$ cat config.mk
export PLATFORM = sky130hd
export DESIGN_NAME = sorted_window_trimmed_mean
export DESIGN_NICKNAME = d
export VERILOG_FILES = /design/src/rtl/swtm_pkg.sv /design/src/rtl/swtm_dp.sv /design/src/rtl/swtm_ctrl.sv /design/src/rtl/sorted_window_trimmed_mean.sv
export VERILOG_INCLUDE_DIRS = /design/src /design/src/rtl
export SDC_FILE = /design/constraint.sdc
export NUM_CORES = 2
export LEC_CHECK = 0
export ABC_CLOCK_PERIOD_IN_PS = 32500
export BUFFER_PORTS_ARGS = -buffer_cell sky130_fd_sc_hd__buf_2
export CAP_MARGIN = 5
export CORE_MARGIN = 1
export CORE_UTILIZATION = 25
export CTS_CLUSTER_SIZE = 8
export DETAILED_ROUTE_END_ITERATION = 10
export GPL_TIMING_DRIVEN = 0
export PLACE_DENSITY = 0.41
export SYNTH_ARGS = -nofsm -noshare
export SYNTH_HDL_FRONTEND = slang
export SYNTH_HIERARCHICAL = 1
export SYNTH_SLANG_ARGS = --single-unit
$ cat constraint.sdc
create_clock -name clk_i -period 32.5 [get_ports clk_i]
set_clock_uncertainty 0.2 [all_clocks]
set_input_delay 4.875 -clock clk_i [delete_from_list [all_inputs] [get_ports clk_i]]
set_output_delay 4.875 -clock clk_i [all_outputs]
set_load 0.005 [all_outputs]
$ cat src/rtl/sorted_window_trimmed_mean_macros.svh
// Assertion macros for the sorted window trimmed mean block.
// Used by modules that have clk_i and rst_ni in scope.
`ifndef SORTED_WINDOW_TRIMMED_MEAN_MACROS_SVH
`define SORTED_WINDOW_TRIMMED_MEAN_MACROS_SVH

// Property checked on every rising edge, off while in reset
`define SWTM_ASSERT(lbl, prop, msg) \
  lbl: assert property (@(posedge clk_i) disable iff (!rst_ni) prop) \
    else $error(msg);

// Same-cycle implication form
`define SWTM_ASSERT_IMP(lbl, ante, cons, msg) \
  `SWTM_ASSERT(lbl, (ante) |-> (cons), msg)

`endif

$ cat src/rtl/swtm_pkg.sv
// Shared constants and types for the sorted window trimmed mean block.
// No dependencies; used by swtm_ctrl, swtm_dp and the top level.
`timescale 1ns / 1ps

package swtm_pkg;

  // store geometry
  localparam int unsigned MaxSamples = 256;
  localparam int unsigned AddrW      = $clog2(MaxSamples);
  localparam int unsigned CntW       = AddrW + 1;

  // field widths
  localparam int unsigned SampleW    = 10;
  localparam int unsigned SumW       = 14;
  localparam int unsigned CfgW       = 9;
  localparam int unsigned InTdataW   = ((SampleW + 7) / 8) * 8;
  localparam int unsigned OutTdataW  = ((SumW + 7) / 8) * 8;

  // middle window
  localparam int unsigned MidHalf    = 5;
  localparam int unsigned MidSpan    = 10;
  localparam int unsigned SpanW      = $clog2(MidSpan);

  localparam logic [CfgW-1:0] CfgReset = CfgW'(250);

  // read address source
  typedef enum logic [1:0] {
    RdPosM1,
    RdPosM2,
    RdSum
  } rd_sel_e;

  // controller to datapath
  typedef struct packed {
    logic    load;
    logic    rd_en;
    rd_sel_e rd_sel;
    logic    wr_shift;
    logic    wr_place;
    logic    sum_init;
    logic    sum_rd;
    logic    finish;
  } cmd_t;

  // datapath to controller
  typedef struct packed {
    logic pos_zero;
    logic pos_one;
    logic gt;
    logic run_done;
    logic sum_last;
    logic out_free;
  } sts_t;

endpackage

$ cat src/rtl/swtm_dp.sv
// Datapath: sorted sample store, insertion pointer, fill count, window sum
// and output register. Depends on swtm_pkg and the assertion macro header.
`timescale 1ns / 1ps
`include "sorted_window_trimmed_mean_macros.svh"

module swtm_dp (
  input  logic                            clk_i,
  input  logic                            rst_ni,
  input  swtm_pkg::cmd_t                  cmd_i,
  output swtm_pkg::sts_t                  sts_o,
  input  logic                            cfg_we_i,
  input  logic [swtm_pkg::CfgW-1:0]       cfg_wdata_i,
  input  logic [swtm_pkg::SampleW-1:0]    sample_i,
  input  logic                            channel_i,
  output logic                            out_valid_o,
  input  logic                            out_ready_i,
  output logic [swtm_pkg::SumW-1:0]       out_sum_o,
  output logic                            out_chan_o
);

  localparam int unsigned AddrW = swtm_pkg::AddrW;
  localparam int unsigned CntW  = swtm_pkg::CntW;

  logic [swtm_pkg::SampleW-1:0] mem [swtm_pkg::MaxSamples];

  logic [swtm_pkg::SampleW-1:0] rdata_q, sample_q;
  logic [AddrW-1:0]             pos_q, idx_q, raddr, start;
  logic [CntW-1:0]              fill_q, n_eff;
  logic [swtm_pkg::SpanW-1:0]   cnt_q;
  logic [swtm_pkg::SumW-1:0]    acc_q, out_sum_q;
  logic [swtm_pkg::CfgW-1:0]    cfg_q;
  logic                         rd_pend_q, run_chan_q, out_valid_q, out_chan_q;

  // effective count, clamped to the window span and the store depth
  always_comb begin
    if (32'(cfg_q) < swtm_pkg::MidSpan) begin
      n_eff = CntW'(swtm_pkg::MidSpan);
    end else if (32'(cfg_q) > swtm_pkg::MaxSamples) begin
      n_eff = CntW'(swtm_pkg::MaxSamples);
    end else begin
      n_eff = CntW'(cfg_q);
    end
  end

  assign start = n_eff[CntW-1:1] - AddrW'(swtm_pkg::MidHalf);

  // read address select
  always_comb begin
    case (cmd_i.rd_sel)
      swtm_pkg::RdPosM1: raddr = pos_q - AddrW'(1);
      swtm_pkg::RdPosM2: raddr = pos_q - AddrW'(2);
      swtm_pkg::RdSum:   raddr = idx_q;
      default:           raddr = pos_q - AddrW'(1);
    endcase
  end

  // store: one write at the insertion pointer, one registered read
  always_ff @(posedge clk_i) begin
    if (cmd_i.rd_en) begin
      rdata_q <= mem[raddr];
    end
    if (cmd_i.wr_shift) begin
      mem[pos_q] <= rdata_q;
    end else if (cmd_i.wr_place) begin
      mem[pos_q] <= sample_q;
    end
  end

  // payload registers: sample, pointer, window index, accumulator, output sum and tag
  always_ff @(posedge clk_i) begin
    if (cmd_i.load) begin
      sample_q <= sample_i;
      pos_q    <= fill_q[AddrW-1:0];
    end else if (cmd_i.wr_shift) begin
      pos_q    <= pos_q - AddrW'(1);
    end
    if (cmd_i.sum_init) begin
      idx_q <= start;
      acc_q <= '0;
    end else begin
      if (cmd_i.sum_rd) begin
        idx_q <= idx_q + AddrW'(1);
      end
      if (rd_pend_q) begin
        acc_q <= acc_q + swtm_pkg::SumW'(rdata_q);
      end
    end
    if (cmd_i.finish) begin
      out_sum_q  <= acc_q;
      out_chan_q <= run_chan_q;
    end
  end

  // control registers
  always_ff @(posedge clk_i or negedge rst_ni) begin
    if (!rst_ni) begin
      cfg_q       <= swtm_pkg::CfgReset;
      fill_q      <= '0;
      run_chan_q  <= 1'b0;
      cnt_q       <= '0;
      rd_pend_q   <= 1'b0;
      out_valid_q <= 1'b0;
    end else begin
      if (cfg_we_i) begin
        cfg_q <= cfg_wdata_i;
      end
      if (cmd_i.load && (fill_q == '0)) begin
        run_chan_q <= channel_i;
      end
      if (cmd_i.finish) begin
        fill_q <= '0;
      end else if (cmd_i.wr_place) begin
        fill_q <= fill_q + CntW'(1);
      end
      if (cmd_i.sum_init) begin
        cnt_q <= '0;
      end else if (cmd_i.sum_rd) begin
        cnt_q <= cnt_q + swtm_pkg::SpanW'(1);
      end
      rd_pend_q <= cmd_i.sum_rd;
      if (cmd_i.finish) begin
        out_valid_q <= 1'b1;
      end else if (out_ready_i) begin
        out_valid_q <= 1'b0;
      end
    end
  end

  // status to controller
  assign sts_o.pos_zero = (pos_q == '0);
  assign sts_o.pos_one  = (pos_q == AddrW'(1));
  assign sts_o.gt       = (rdata_q > sample_q);
  assign sts_o.run_done = (fill_q >= n_eff);
  assign sts_o.sum_last = (cnt_q == swtm_pkg::SpanW'(swtm_pkg::MidSpan - 1));
  assign sts_o.out_free = !out_valid_q || out_ready_i;

  assign out_valid_o = out_valid_q;
  assign out_sum_o   = out_sum_q;
  assign out_chan_o  = out_chan_q;

  // checks
  `SWTM_ASSERT(a_fill_cap, fill_q <= CntW'(swtm_pkg::MaxSamples), "fill count above store depth")
  `SWTM_ASSERT_IMP(a_shift_ok, cmd_i.wr_shift, (pos_q != '0) && (rdata_q > sample_q),
                   "shift without a larger entry below the pointer")
  `SWTM_ASSERT_IMP(a_finish_full, cmd_i.finish, fill_q >= n_eff,
                   "result emitted before the run is full")
  `SWTM_ASSERT(a_place_step, cmd_i.wr_place |=> (fill_q == $past(fill_q) + CntW'(1)),
               "placement did not advance fill count by one")

endmodule

$ cat src/rtl/swtm_ctrl.sv
// Controller: sequences sample accept, insertion walk, window sum and
// result hand-off. Depends on swtm_pkg; drives swtm_dp by command struct.
`timescale 1ns / 1ps

module swtm_ctrl (
  input  logic           clk_i,
  input  logic           rst_ni,
  input  logic           in_valid_i,
  output logic           in_ready_o,
  input  swtm_pkg::sts_t sts_i,
  output swtm_pkg::cmd_t cmd_o
);

  typedef enum logic [2:0] {
    S_IDLE,
    S_WALK_RD,
    S_WALK_CMP,
    S_CHECK,
    S_SUM,
    S_SUM_WAIT,
    S_OUT
  } state_e;

  state_e state_q, state_d;
  logic   in_ready_q;

  // command decode and next state
  always_comb begin
    cmd_o        = '0;
    cmd_o.rd_sel = swtm_pkg::RdPosM1;
    state_d      = state_q;
    case (state_q)
      S_IDLE: begin
        if (in_valid_i && in_ready_q) begin
          cmd_o.load = 1'b1;
          state_d    = S_WALK_RD;
        end
      end
      S_WALK_RD: begin
        if (sts_i.pos_zero) begin
          cmd_o.wr_place = 1'b1;
          state_d        = S_CHECK;
        end else begin
          cmd_o.rd_en = 1'b1;
          state_d     = S_WALK_CMP;
        end
      end
      S_WALK_CMP: begin
        if (sts_i.gt) begin
          // move entry up one slot, fetch the next one down unless the bottom was reached
          cmd_o.wr_shift = 1'b1;
          if (sts_i.pos_one) begin
            state_d = S_WALK_RD;
          end else begin
            cmd_o.rd_en  = 1'b1;
            cmd_o.rd_sel = swtm_pkg::RdPosM2;
          end
        end else begin
          cmd_o.wr_place = 1'b1;
          state_d        = S_CHECK;
        end
      end
      S_CHECK: begin
        if (sts_i.run_done) begin
          cmd_o.sum_init = 1'b1;
          state_d        = S_SUM;
        end else begin
          state_d = S_IDLE;
        end
      end
      S_SUM: begin
        cmd_o.rd_en  = 1'b1;
        cmd_o.rd_sel = swtm_pkg::RdSum;
        cmd_o.sum_rd = 1'b1;
        if (sts_i.sum_last) begin
          state_d = S_SUM_WAIT;
        end
      end
      S_SUM_WAIT: begin
        // last read lands in the accumulator
        state_d = S_OUT;
      end
      S_OUT: begin
        if (sts_i.out_free) begin
          cmd_o.finish = 1'b1;
          state_d      = S_IDLE;
        end
      end
      default: begin
        state_d = S_IDLE;
      end
    endcase
  end

  // state and registered ready
  always_ff @(posedge clk_i or negedge rst_ni) begin
    if (!rst_ni) begin
      state_q    <= S_IDLE;
      in_ready_q <= 1'b1;
    end else begin
      state_q    <= state_d;
      in_ready_q <= (state_d == S_IDLE);
    end
  end

  assign in_ready_o = in_ready_q;

endmodule

$ cat src/rtl/sorted_window_trimmed_mean.sv
// Sorted window trimmed mean: top level joining controller and datapath.
// Depends on swtm_pkg, swtm_ctrl and swtm_dp.
//
// Usage: samples enter on the s_axis channel (tdata = 10-bit sample, tuser =
// channel tag). Each beat is inserted into an ascending sorted store by a
// walk that moves one larger entry up per cycle through the store's read
// and write ports. After the walk the sample is placed and the run is
// checked for its end.
// Once sample_count beats (clamped to 10..256) have arrived, the ten middle
// entries are read back one per cycle and summed; the sum goes out on m_axis
// (tdata = mean times ten, tuser = tag of the run's first sample) and a new
// run starts.
// One sample is in work at a time; s_axis_tready is high only while idle.
// A finished result sits in an output register, so a new run may begin
// while it waits; if m_axis is still stalled when the next result is ready
// the block holds in that step until the old beat is taken.
// cfg_we_i/cfg_wdata_i write sample_count; user writes only while idle, not enforced.
// Reset: run is empty, channel tag 0, sample_count 250, no result pending;
// the store needs no clearing since only entries of the current run are read.
`timescale 1ns / 1ps

module sorted_window_trimmed_mean (
  input  logic                              clk_i,
  input  logic                              rst_ni,
  input  logic                              cfg_we_i,
  input  logic [swtm_pkg::CfgW-1:0]         cfg_wdata_i,
  input  logic                              s_axis_tvalid,
  output logic                              s_axis_tready,
  input  logic [swtm_pkg::InTdataW-1:0]     s_axis_tdata,  // [9:0] sample
  input  logic                              s_axis_tuser,  // [0] channel
  output logic                              m_axis_tvalid,
  input  logic                              m_axis_tready,
  output logic [swtm_pkg::OutTdataW-1:0]    m_axis_tdata,  // [13:0] filtered_tenths
  output logic                              m_axis_tuser   // [0] result_channel
);

  swtm_pkg::cmd_t                cmd;
  swtm_pkg::sts_t                sts;
  logic [swtm_pkg::SumW-1:0]     out_sum;

  swtm_ctrl u_ctrl (
    .clk_i      (clk_i),
    .rst_ni     (rst_ni),
    .in_valid_i (s_axis_tvalid),
    .in_ready_o (s_axis_tready),
    .sts_i      (sts),
    .cmd_o      (cmd)
  );

  swtm_dp u_dp (
    .clk_i       (clk_i),
    .rst_ni      (rst_ni),
    .cmd_i       (cmd),
    .sts_o       (sts),
    .cfg_we_i    (cfg_we_i),
    .cfg_wdata_i (cfg_wdata_i),
    .sample_i    (s_axis_tdata[swtm_pkg::SampleW-1:0]),
    .channel_i   (s_axis_tuser),
    .out_valid_o (m_axis_tvalid),
    .out_ready_i (m_axis_tready),
    .out_sum_o   (out_sum),
    .out_chan_o  (m_axis_tuser)
  );

  // zero-pad the sum to whole bytes
  assign m_axis_tdata = swtm_pkg::OutTdataW'(out_sum);

endmodule

=== Yosys cells after proc, flatten, opt, wreduce, memory -nomap -nowiden ===
Memory sizes are Yosys's and may differ from the RTL's. A register that Yosys moved wholly into a read port is not among the register bits.
Cells that the tools add are included.

* Add/sub/neg operators: 7
* Magnitude comparators: 4
* Equal/unequal tests: 10
* Mux-type cells: 43
* Bitwise logic cells: 1
* Reduce and logical (&&, ||, !) cells: 12

{| class="wikitable"
|+ Operator list
! kind !! count
|-
| $mux W9 || 4
|-
| $mux W8 || 4
|-
| $mux W3 || 7
|-
| $pmux W3 S7 || 1
|-
| $mux W1 || 19
|-
| $pmux W8 S2 || 1
|-
| $add A14 B10 Y14 || 1
|-
| $mux W4 || 3
|-
| $gt A10 B10 Y1 || 1
|-
| $mux W10 || 1
|-
| $add A9 B1 Y9 const B || 1
|-
| $eq A3 B3 Y1 const B || 3
|-
| $ge A9 B9 Y1 || 1
|-
| $gt A9 B9 Y1 const B || 1
|-
| $logic_not A9 Y1 || 1
|-
| $lt A9 B4 Y1 const B || 1
|-
| $add A8 B1 Y8 const B || 1
|-
| $eq A8 B1 Y1 const B || 1
|-
| $logic_not A8 Y1 || 1
|-
| $reduce_bool A2 Y1 || 4
|-
| $sub A8 B1 Y8 const B || 1
|-
| $sub A8 B2 Y8 const B || 1
|-
| $sub A8 B3 Y8 const B || 1
|-
| $eq A3 B2 Y1 const B || 2
|-
| other kinds (13) || 15
|}

* Bits in registers: 84
* Memory bits (writable): 2560
* Input port bits: 31
* Output and inout port bits: 19
* Word-level logic and storage cells: 92
* Memories: 1

{| class="wikitable"
|+ Memory list
! name !! words !! bits a word !! read ports !! clocked after Yosys merged registers in !! wr ports !! RTL line !! source
|-
| u_dp.mem || 256 || 10 || 1 || 1 || 1 || swtm_dp.sv:24 || <nowiki>logic [swtm_pkg::SampleW-1:0] mem [swtm_pkg::MaxSamples];</nowiki>
|}

=== Longest topological paths before layout ===
* Depth after elaboration: 7
* Mapped depth: 28
* Mapped depth without buffers: 21

=== By module ===
Netlist, hierarchy kept.

{| class="wikitable"
|+ By module, submodules not included
! module !! instances !! cells each !! area each (um^2) !! seq. area each (um^2)
|-
| swtm_dp || 1 || 8090 || 108300.1 || 79318.6
|-
| swtm_ctrl || 1 || 36 || 310.3 || 101.3
|-
| sorted_window_trimmed_mean || 1 || 3 || 18.8 || 0.0
|}

=== Least setup slack after synthesis ===
OpenSTA, ideal clock, no wires.

* Path kind: reg-to-reg
* Start point: reg u_dp/rdata_q[3] (netlist bit), read port of u_dp.mem
* End point: mem u_dp/mem[0][1] (netlist bit) (data pin)
* Setup time: 2.188 ns
* Arrival time: 12.524 ns
* Required time: 30.112 ns
* Slack: 17.588 ns
* Stages on the path, launching flop included: 16
* Path buffers: 3
* Period minus slack after synthesis: 14.912 ns
* Path through: edfxtp_1 > ha_1 > a21o_1 > a21o_1 > a21oi_1 > nor2_1 > a2111oi_0 > a31oi_1 > nor2_1 > a21oi_1 > nor2_1 > clkbuf_1 > nand2b_1 > clkbuf_1 > clkbuf_1 > o21ai_0

{| class="wikitable"
|+ RTL lines
! item !! RTL line !! source
|-
| start: declaration || swtm_dp.sv:26 || <nowiki>logic [swtm_pkg::SampleW-1:0] rdata_q, sample_q;</nowiki>
|-
| end: declaration || swtm_dp.sv:24 ||
|}

==> flow_results.org <==
** Status
- The flow ran to the end, but the final reports show violations.
- The final reports fail on max-capacitance violations, max-slew violations.

** Global routing
- First-pass GRT wire length :: 673000 um
- Grt total ovfl :: 0
- Number of global-route vias before repair :: 72.5k
- Total Routing Usage GR :: 22.9%
- Global routing usage on met3 :: 6.74%
- Met2 GRT Util :: 33.8%
- In this run the most used layer during global routing was met2.
- For this run, global-route usage on met1 was measured as 30.5%.
- Pin count of the biggest net entering global routing :: 96
- The initial antenna violation count is 61.

** Cells and area
- Cells with a size suffix above 1 make up 12.0% of the layout.
- Share of the core filled with cells :: 30.0%
- Post-layout net count :: 8785
- Synth-to-Final Area Change :: 19.2%

** Placement
- Timing analysis after detailed placement gives a worst setup slack of 21.98 ns.
- RePlAce Congestion :: 0.979
- The count of buffers added on input and output ports is 40.
- Summed over all nets, the half-perimeter wirelength after detailed placement is 381000 um.

** Floorplanning
- Vert. Die Dim :: 661 um
- Initial core utilization :: 25.2%
- 50 I/O pins were placed.
- The floorplan has 241 rows.
- Area enclosed by the die boundary :: 437000 um^2
- The region available for standard cell placement spans 432000 um^2.
- Chip Width :: 661 um

** Clocking
- In this run the clock root is driven by a sky130_fd_sc_hd__clkbuf_16.
- After clock tree synthesis, the flow added hold-fix buffers numbering 0.
- Clock edge transition at the registers on the reported setup and hold paths :: 0.06 ns
- In this run, CTS created clock tree buffers numbering 373.
- The number of setup buffers added after CTS is 0.
- The tree built by TritonCTS fans out to 2654 sinks.
- Maximum root-to-sink buffer count :: 4
- Clock insertion delay at the later pin of the skew report :: 0.98 ns
- Clock tree from TritonCTS :: yes
- In this run the number of H-tree levels came out at 5.
- The number of gates resized after CTS was 0.

** Worst setup path
- Crit path required time :: 32.98 ns
- For this design, the slowest cell found on the critical path is sky130_fd_sc_hd__clkbuf_1.
- Worst path max stage delay :: 1.05 ns
- The worst register-to-register path begins at u_dp/pos_q[7]$_DFFE_PP_.
- The worst setup path is captured at a register.
- Walking the worst path, the cells encountered are clkbuf_1 -> nor2_1 -> and4_1 -> nand2b_1 -> nor3_1 -> inv_1 -> ha_1 -> nand2_1 -> buf_2 -> and2_1 -> buf_2 -> clkbuf_1 -> buf_2 -> buf_2 -> buf_2 -> clkbuf_1 -> a311oi_1 -> o21ai_0 -> nand4_1 -> and4_1.
- Data arrives at the worst endpoint at 11.52 ns.
- Startpoint type of the worst setup path :: register
- The most critical setup path has its startpoint at u_dp/pos_q[7]$_DFFE_PP_.
- WS Path Type :: register to register
- In this design, the critical path's most frequently occurring cell is sky130_fd_sc_hd__buf_2.
- Broken down by cell family, the worst path's largest delay share belongs to buffers and inverters.
- Along the worst path, the maximum fanout reaches 11.
- Buffers plus inverters on the worst setup path :: 9

** STA
- Number of max-slew violations in the final report :: 70
- After routing, the total negative slack on setup checks comes to 0 ns.
- Measured against its own limit, the worst slew margin works out to -9.52%.
- Across all setup checks in the final design, the least slack found is 21.46 ns.
- Setup repair after global routing left no endpoint under its margin.
- Max Clk Rate :: 0.0906 GHz
- Min Hold Slack :: 0.257 ns
- Slew at the pin closest to its max-slew limit :: 1.62 ns
- Count of final setup violators :: 0
- Clock period minus worst slack :: 11.04 ns
- The worst path uses 34.0% of the clock period.
- Count of final hold-check violations :: 0

** Synthesis
- After synthesis, flip-flops and latches occupy 73.1% of the total area.
- Synth warnings :: 6
- Of all flip-flops after synthesis, the portion carrying an async set or reset was 1.09%.
- Synthesis produced a netlist whose cell count is 8129.
- Leading register cell type out of synthesis :: sky130_fd_sc_hd__edfxtp_1
- By area the synthesized netlist is led by sky130_fd_sc_hd__edfxtp_1, sky130_fd_sc_hd__nand2_1, sky130_fd_sc_hd__and3_1, sky130_fd_sc_hd__nand3_1, sky130_fd_sc_hd__a211oi_1.
- Summed over all instances, the cell type with the most area after synthesis is sky130_fd_sc_hd__edfxtp_1.
- The commonest cells after synthesis are sky130_fd_sc_hd__edfxtp_1, sky130_fd_sc_hd__nand2_1, sky130_fd_sc_hd__and3_1, sky130_fd_sc_hd__nand3_1, sky130_fd_sc_hd__nor2_1.
- Counting distinct cell types in the post-synthesis netlist gives 78.
- Synthesized flop and latch total :: 2654
- Post-synth EDFFs :: 2611
- The top cell type by area accounts for 72.2% of the synthesized area.
- After synthesis, the mean cell area works out to 13.4 um^2.
- Synthesized area :: 109000 um^2
- Most frequent cell after synthesis :: sky130_fd_sc_hd__edfxtp_1

** Job
- Max-capacitance violation count :: 8

** Routing
- The detail route stage leaves a number of antenna-violating nets equal to 0.
- Number of DRC markers in iteration 0 :: 12.1k
- Summing over every cut layer, the via total after detailed routing is 78.4k.
- Dividing the detail-routed via count by the number of cells gives 5.40.
- For this run, the detailed router's first-pass iteration total came to 8.
- After detailed routing, the total wire length is 517000 um.
- Residual DRC :: 0
- In the final routed layout, each cell accounts on average for 35.6 um.

** Hold path
- Worst hold-check path type :: register to register
- Worst min-delay path startpoint :: u_dp/run_chan_q$_DFFE_PN0P_
## worst register-to-register path: cells and delay by family (launching register included)
kind | cells | cell delay, ns
adders and majority gates | 1 | 0.42
AOI/OAI and AO/OA | 2 | 0.89
DFF | 1 | 0.34
and+or+nand+nor | 8 | 3.07
buffers and inverters | 9 | 5.83
## final timing paths
path	cells after the start	slack, ns	end
worst max-delay path	20	21.46	u_dp/rdata_q[5]$_DFFE_PP_
worst min-delay path	0	0.26	u_dp/out_chan_o$_DFFE_PP_
worst max register to register	20	21.46	u_dp/rdata_q[5]$_DFFE_PP_
worst min register to register	0	0.26	u_dp/out_chan_o$_DFFE_PP_
max in group asynchronous	1	27.92	u_dp/fill_q[0]$_DFFE_PN0P_
min in group asynchronous	1	3.74	u_dp/fill_q[6]$_DFFE_PN0P_
## per-stage QoR
stage / area [um^2] / std cells
floorplan: 109000 / 8130
global placement: 116000 / 13900
detailed placement: 119000 / 14000
CTS: 129000 / 14500
global route: 129000 / 14500
finish: 130000 / 14500
## placed cells by master, fill, tap and decap left out, types with 110 or more instances in the layout
cell type and count:
sky130_fd_sc_hd__edfxtp_1 2611, sky130_fd_sc_hd__clkbuf_16 379, sky130_fd_sc_hd__nand3_1 512, sky130_fd_sc_hd__a311oi_1 138
sky130_fd_sc_hd__o21ai_0 162, sky130_fd_sc_hd__nand2_1 1869, sky130_fd_sc_hd__a211oi_1 310, sky130_fd_sc_hd__buf_2 267
sky130_fd_sc_hd__clkbuf_1 295, sky130_fd_sc_hd__mux2i_1 110, sky130_fd_sc_hd__and3_1 526, sky130_fd_sc_hd__a31oi_1 199
sky130_fd_sc_hd__nor2_1 321
## logic make-up (layout without fill, tap and decap cells)
group / count (synthesis) / count (layout) / share of synthesized area, %
other: 1 / 30 / 0.00345
flip-flops: 2654 / 2654 / 73.1
AO/OA/AOI/OAI: 1184 / 1184 / 7.81
XOR/XNOR: 28 / 28 / 0.226
adder cells (fa/ha/maj): 45 / 45 / 0.525
AND/OR/NAND/NOR: 3435 / 3435 / 14.1
buffers and inverters: 630 / 1277 / 2.66
multiplexers: 152 / 152 / 1.55
## cell type report
| cell class | count | area [um^2] |
|---|---|---|
| fillers | 43400 | 302000 |
| flip-flops and latches | 2654 | 79400 |
| multi-input cells | 4846 | 26600 |
| clock buffers | 418 | 9630 |
| well taps | 5710 | 7140 |
| repair buffers | 204 | 3390 |
| plain buffers | 594 | 2770 |
| clock inverters | 25 | 384 |
| inverters | 36 | 135 |
| diodes | 28 | 70.1 |
## flip-flops by register name (all words and copies together), names as in the netlist, 3 cells and up
register        flops
u_dp/mem         2560
u_dp/acc_q         14
u_dp/out_sum_o     14
u_dp/rdata_q       10
u_dp/sample_q      10
u_dp/cfg_q          9
u_dp/fill_q         9
u_dp/idx_q          8
u_dp/pos_q          8
u_dp/cnt_q          4
u_ctrl/state_q      3
## routing by layer
| layer | up-vias | part of all wire (%) | routed length (um) |
|---|---|---|---|
| met1 | 40900 | 41 | 211000 |
| met5 | - | 0.041 | 211 |
| met4 | 24 | 5.7 | 29400 |
| met3 | 1027 | 11 | 57100 |
| li1 | 31700 | - | - |
| met2 | 4825 | 43 | 220000 |
Power is left out: the tool's default activity adds up to more than one toggle a clock period on the data nets, which glitch-free logic cannot reach.
